$ cat config.mk
export PLATFORM = sky130hd
export DESIGN_NAME = lrdf_front
export DESIGN_NICKNAME = d
export VERILOG_FILES = /design/src/hdl/lrdf_pkg.sv /design/src/hdl/lrdf_front.sv
export SDC_FILE = /design/constraint.sdc
export NUM_CORES = 1
export LEC_CHECK = 0
export BUFFER_PORTS_ARGS = -buffer_cell sky130_fd_sc_hd__buf_4
export CAP_MARGIN = 30
export CORE_ASPECT_RATIO = 1.2
export CORE_MARGIN = 2
export CORE_UTILIZATION = 30
export DETAILED_ROUTE_END_ITERATION = 8
export PLACE_DENSITY = 0.57
export SYNTH_ARGS = -nofsm -noshare
export SYNTH_HDL_FRONTEND = slang
export SYNTH_SLANG_ARGS = --single-unit
$ cat constraint.sdc
create_clock -name clk -period 18.3 [get_ports clk]
set_clock_uncertainty 0.05 [all_clocks]
set_input_delay 0.915 -clock clk [delete_from_list [all_inputs] [get_ports clk]]
set_output_delay 0.915 -clock clk [all_outputs]
set_load 0.005 [all_outputs]
$ cat src/hdl/lrdf_pkg.sv
// shared types and codes for the line raster framebuffer
package lrdf_pkg;

  // operation codes of the input channel
  typedef enum logic [1:0] {
    OP_PLOT = 2'd0,
    OP_LINE = 2'd1,
    OP_READ = 2'd2,
    OP_SWAP = 2'd3
  } op_t;

  // command kinds after classification (a plot is a one-pixel line)
  typedef enum logic [1:0] {
    CMD_LINE = 2'd0,
    CMD_READ = 2'd1,
    CMD_SWAP = 2'd2
  } cmd_kind_t;

  // one classified command waiting for the back end
  typedef struct packed {
    cmd_kind_t          kind;
    logic signed [11:0] x0;
    logic signed [11:0] y0;
    logic signed [11:0] x1;
    logic signed [11:0] y1;
    logic [12:0]        dx;
    logic [12:0]        dy;
    logic               sx_pos;
    logic               sy_pos;
    logic [11:0]        idx;
  } cmd_t;

  // queue head as seen by the back end
  typedef struct packed {
    logic valid;
    cmd_t cmd;
  } queue_head_t;

  // back end state
  typedef enum logic [2:0] {
    ST_IDLE,
    ST_CLEAR,
    ST_LINE_INIT,
    ST_PIX_RD,
    ST_PIX_WR,
    ST_RD_OUT
  } back_state_t;

  // fixed point shift of the row reciprocal
  localparam int RC_SHIFT = 24;

endpackage

$ cat src/hdl/lrdf_front.sv
// front end: accepts beats, classifies them and queues commands
module lrdf_front #(
  parameter int BANK_WORDS = 2400
) (
  input  logic                    clk,
  input  logic                    rst_n,
  input  logic                    in_valid,
  output logic                    in_stall,
  input  logic [1:0]              in_operation,
  input  logic signed [11:0]      in_start_x,
  input  logic signed [11:0]      in_start_y,
  input  logic signed [11:0]      in_end_x,
  input  logic signed [11:0]      in_end_y,
  input  logic [11:0]             in_word_index,
  input  logic                    init_busy,
  input  logic                    q_pop,
  output lrdf_pkg::queue_head_t   q_head
);

  lrdf_pkg::cmd_t  cmd;
  lrdf_pkg::op_t   op;
  logic            drop;
  logic            accept;
  logic            push;
  lrdf_pkg::cmd_t  entry_r [2];
  logic            wr_ptr_r;
  logic            rd_ptr_r;
  logic [1:0]      cnt_r;
  logic signed [12:0] ex0, ex1, ey0, ey1;

  // classify the incoming beat
  always_comb begin
    op  = lrdf_pkg::op_t'(in_operation);
    ex0 = 13'(in_start_x);
    ey0 = 13'(in_start_y);
    ex1 = (op == lrdf_pkg::OP_PLOT) ? 13'(in_start_x) : 13'(in_end_x);
    ey1 = (op == lrdf_pkg::OP_PLOT) ? 13'(in_start_y) : 13'(in_end_y);
    cmd.kind = lrdf_pkg::CMD_LINE;
    case (op)
      lrdf_pkg::OP_READ: cmd.kind = lrdf_pkg::CMD_READ;
      lrdf_pkg::OP_SWAP: cmd.kind = lrdf_pkg::CMD_SWAP;
      default:           cmd.kind = lrdf_pkg::CMD_LINE;
    endcase
    cmd.x0     = in_start_x;
    cmd.y0     = in_start_y;
    cmd.x1     = ex1[11:0];
    cmd.y1     = ey1[11:0];
    cmd.sx_pos = ex0 < ex1;
    cmd.sy_pos = ey0 < ey1;
    cmd.dx     = cmd.sx_pos ? 13'(ex1 - ex0) : 13'(ex0 - ex1);
    cmd.dy     = cmd.sy_pos ? 13'(ey1 - ey0) : 13'(ey0 - ey1);
    cmd.idx    = in_word_index;
    drop = (op == lrdf_pkg::OP_READ) && (32'(in_word_index) >= BANK_WORDS);
  end

  assign in_stall = (cnt_r == 2'd2) || init_busy;
  assign accept   = in_valid && !in_stall;
  assign push     = accept && !drop;

  // two-entry command queue
  always_ff @(posedge clk) begin
    if (!rst_n) begin
      wr_ptr_r <= 1'b0;
      rd_ptr_r <= 1'b0;
      cnt_r    <= 2'd0;
    end else begin
      if (push) begin
        wr_ptr_r <= !wr_ptr_r;
      end
      if (q_pop) begin
        rd_ptr_r <= !rd_ptr_r;
      end
      cnt_r <= 2'(cnt_r + {1'b0, push} - {1'b0, q_pop});
    end
  end

  always_ff @(posedge clk) begin
    if (push) begin
      entry_r[wr_ptr_r] <= cmd;
    end
  end

  assign q_head.valid = cnt_r != 2'd0;
  assign q_head.cmd   = entry_r[rd_ptr_r];

  // queue bookkeeping checks
  a_cnt_range: assert property (@(posedge clk) disable iff (!rst_n) cnt_r != 2'd3)
    else $error("queue count overflow");
  a_pop_nonempty: assert property (@(posedge clk) disable iff (!rst_n)
    q_pop |-> cnt_r != 2'd0)
    else $error("pop from empty queue");
  a_no_push_full: assert property (@(posedge clk) disable iff (!rst_n)
    (cnt_r == 2'd2 && !q_pop) |=> cnt_r == 2'd2)
    else $error("queue grew past full");

endmodule

Yosys cells after proc, flatten, opt, wreduce, memory -nomap -nowiden:

Memory sizes are Yosys's and may differ from the RTL's. A register that Yosys moved wholly into a read port is not among the register bits.
Cells that the tools add are included.

* RAM bits: 180
* memories kept: 1
* logic and storage cells: 35
* output and inout port bits: 92
* flip-flop bits (word level): 4

Memories
* entry_r: depth 2, width 90, read ports 1, clocked after Yosys merged registers in 1, wr ports 1, line lrdf_front.sv:25 `lrdf_pkg::cmd_t entry_r [2];`

* eq/ne operators: 3
* magnitude comparators: 3
* multiplexer cells: 9
* reductions and logical operators: 10
* $add $sub $neg: 6

Operators by type and width (count)
* 2-to-1 mux 13 bit: 4
* less-than comparator 12 x 13 -> 1 bit: 2
* subtractor 12 x 13 -> 13 bit: 2
* subtractor 13 x 12 -> 13 bit: 2
* >= comparator 12 bit (second input constant): 1
* == test 2 bit (second input constant): 3
* zero test 1 bit: 4
* 2-to-1 mux 1 bit: 4
* one-hot mux 2 bit (2 select lines): 1
* logical AND 1 bit: 3
* adder 2 x 1 -> 2 bit: 1
* zero test 2 bit: 1
* nonzero test 2 bit: 1
* subtractor 2 x 1 -> 2 bit: 1
* logical OR 1 bit: 1

Logic depth before layout (Yosys ltp):

* word-level depth: 7
* gate-level depth with buffers: 16

Worst setup path before layout:

Ideal clock, no wire load.

* path type: input to register
* from: in in_word_index[5]
* to: mem entry_r[0][0] (netlist name), enable pin
* stages on the path: 4
* setup time: 551 ps
* arrival: 5822 ps
* path slack: 11877 ps
* cells stage by stage: a21o_1 a211o_1 a311oi_1 nor2b_1

* longest elaborated chain between the ends: 6

Ends and longest elaborated chain
* start, declared: line lrdf_front.sv:14 `input logic [11:0] in_word_index,`
* >= comparator 12 bit: line lrdf_front.sv:53 `drop = (op == lrdf_pkg::OP_READ) && (32'(in_word_index) >= BANK_WORDS);`
* logical AND 1 bit: line lrdf_front.sv:53
* zero test 1 bit: line lrdf_front.sv:58 `assign push = accept && !drop;`
* logical AND 1 bit: line lrdf_front.sv:58
* named net push: line lrdf_front.sv:24 `logic push;`
* 2-to-1 mux 1 bit: line lrdf_front.sv:78 `if (push) begin`
* 2-to-1 mux 1 bit (implied by the code): line lrdf_front.sv:79 `entry_r[wr_ptr_r] <= cmd;`
* end, declared: line lrdf_front.sv:25

The timed path passes the listed nets, and every way through them passes these cells.

==> impl_results.md <==
* Outcome: completed
* Worst-path fanout max at 73
* Rel. slew slack at 37.68%
* RSZ-0062 raised after global routing: no
* Period minus WS final at 4.129 ns
* Peak supply drop at 50.83 uV
* Layout cell share with drive strength beyond 1 at 37.35%
* Commonest cells post-synth: edfxtp_1, mux2_2, o21ai_0
* Root Driver: clkbuf_16
* DR WL met3 at 1.092 mm
* DRT Pass-1 Iters at 4
* Met1 wire length at 9.656 mm
* Total gr overflow at 0
* Leakage at 4.339 nW
* Hpwl dp at 14.26 mm
* CP required at 18.42 ns
* Antenna diode count at 0
* DRC at 0
* ANT nets after route at 0
* Die height at 195.3 um
* DR vias at 5889
* Startpoint types: primary input
* Final setup fails at 0
* CTS Buffer Depth at 2
* Tot GR Track Use at 13.17%
* Register area share after synthesis at 60.18%
* Most frequent cell after synthesis: edfxtp_1
* Number of max-cap violations at 0
* Number of synthesized register bits at 185
* Highest routed layer: met4
* Share of the synthesized area in the top cell type at 59.08%
* Clock Latency Late Sink at 0.44 ns
* Min-Delay Path Class: reg2reg
* Kind of critical path: in2reg
* Post-CTS Setup Inserts at 0
* I/O Buffers at 158
* Routed WL per cell at 17.04 um
* Yosys warns at 0
* Pwr Density at 98.55 nW/um^2
* Ys flop type: edfxtp_1
* Rows at 70
* Routed vias/inst at 4.803
* Worst hold margin at 0.5172 ns
* Largest net degree at the start of global routing at 74
* Clock buffer count from CTS at 17
* Initial Util at 30.28%
* Power Total at 1.118 mW
* Die ar. at 31910 um^2
* Drt initial violations at 383
* Core ar. at 30220 um^2
* Final Hold Vio Count at 0
* Area contributors post-synth: edfxtp_1, mux2_2, ha_1, o21ai_0, mux2i_1
* Fin nets at 916
* First-pass GRT wire length at 31.58 mm
* Ports at 159
* Cell taking the most area after synthesis: edfxtp_1
* Worst slew pin tran at 0.9230 ns
* Fmax at 242.2 MHz
* H-tree levels at 4
* Area Overhead vs Synth at 24.00%
* Clk slew on worst S/H paths at 0.07 ns
* Cells after synthesis at 666
* Clock Sinks at 185
* Routability-driven placement congestion ratio at 0.7919
* Synth Net Count at 765
* Initial antenna violation count at 0
* Hold-fix buffers at CTS at 0
* Setup_tns at 0 ns
* Fin area at 11340 um^2
* Fraction of registers with async set/reset at 0%
* Number of library cell types mapped by synthesis at 70
* CP Capture Type: flop
* Final WL at 20.89 mm
* Met2 routed WL at 9.831 mm
* Avg Cell Area, Syn at 13.74 um^2
* Chip width at 163.4 um
* Worst Path Arrival at 4.25 ns
* Post_cts resized at 0
* Dpl cell area at 10730 um^2
* Vias in the first global route at 5705
* EDFF count, synth at 180
* Mapped Area at 9149 um^2
* CTS tree: done
* Final period util at 22.57%
* Fin. max-slew vios at 0
critical path: stages:
cell	delay [ns]
buf_4	0.13
or2_2	0.28
buf_4	0.33
nand2_1	0.16
o21ai_0	0.09
ha_1	0.47
nand4_1	0.19
or2_2	0.32
o221ai_2	0.30
a41o_1	0.64
mux2i_1	0.29
xnor2_1	0.10
cell usage in the layout (no fill, tap or decap), drive strengths merged, types with 5 or more instances in the layout:
cell,count
o21ai,56
ha,30
inv,49
clkbuf,18
xnor2,16
mux2,92
nor2b,9
buf,163
edfxtp,180
mux2i,17
xor2,7
a21o,11
a21oi,22
o21a,6
nand2,39
nor3,7
nand2b,6
nor2,13
or3,5
and2,9
dfxtp,5
layout make-up:
cell class,count,area [um^2]
clock inverters,14,173.9
inverters,41,153.9
flip-flops and latches,185,5509
well taps,396,495.5
clock buffers,18,439.2
multi-input cells,409,3349
repair buffers,163,1224
fillers,2959,18870
path summary, 6_finish.rpt:
kind | startpoint | depth (start not counted) | end | slack (ns)
max | in_operation[1] | 12 | entry_r[0][37]$_DFFE_PP_ | 14.17
min | rd_ptr_r$_SDFFE_PN0P_ | 2 | flop | 0.52
max reg2reg | cnt_r[0]$_SDFF_PN0_ | 5 | entry_r[1][59]$_DFFE_PP_ | 15.42
min reg2reg | rd_ptr_r$_SDFFE_PN0P_ | 2 | flop | 0.52
sequential cells by signal, summed over array words and instances, names as in the netlist, named ones only:
signal / count
cnt_r: 2
wr_ptr_r: 1
entry_r: 180
rd_ptr_r: 1
per-layer routing:
layer / up-vias / GRT usage, %
met5: - / 0
met4: 0 / 4.392
met3: 21 / 3.462
met2: 154 / 21.14
met1: 2899 / 17.24
li1: 2815 / -
power by group:
part / total, mW / switching, mW / leakage [nW] / internal [mW]
Clock: 0.384 / 0.173 / 0.303 / 0.211
Combinational: 0.222 / 0.113 / 2.35 / 0.108
Sequential: 0.513 / 0.00925 / 1.69 / 0.504
Total: 1.12 / 0.295 / 4.34 / 0.823
through the flow:
| stage | instances | worst slack (ns) | utilization, % |
|---|---|---|---|
| after floorplan | 666 | 11.88 | - |
| after global placement | 1194 | 13.81 | 35.52 |
| after detailed placement | 1194 | 13.74 | 35.52 |
| after CTS | 1226 | 14.20 | 37.54 |
| after global routing | 1226 | 13.91 | 37.54 |
| final | 1226 | 14.17 | 37.54 |
logic make-up after synthesis:
group	after synthesis	share of synthesized area [%]
compound gates	140	10.48
xor+xnor	23	2.202
mux	109	13.18
fa+ha+maj	32	4.540
buf+inv	72	3.323
simple gates	105	6.100
flops	185	60.18
No activity file was read; power rests on OpenSTA's default activity.
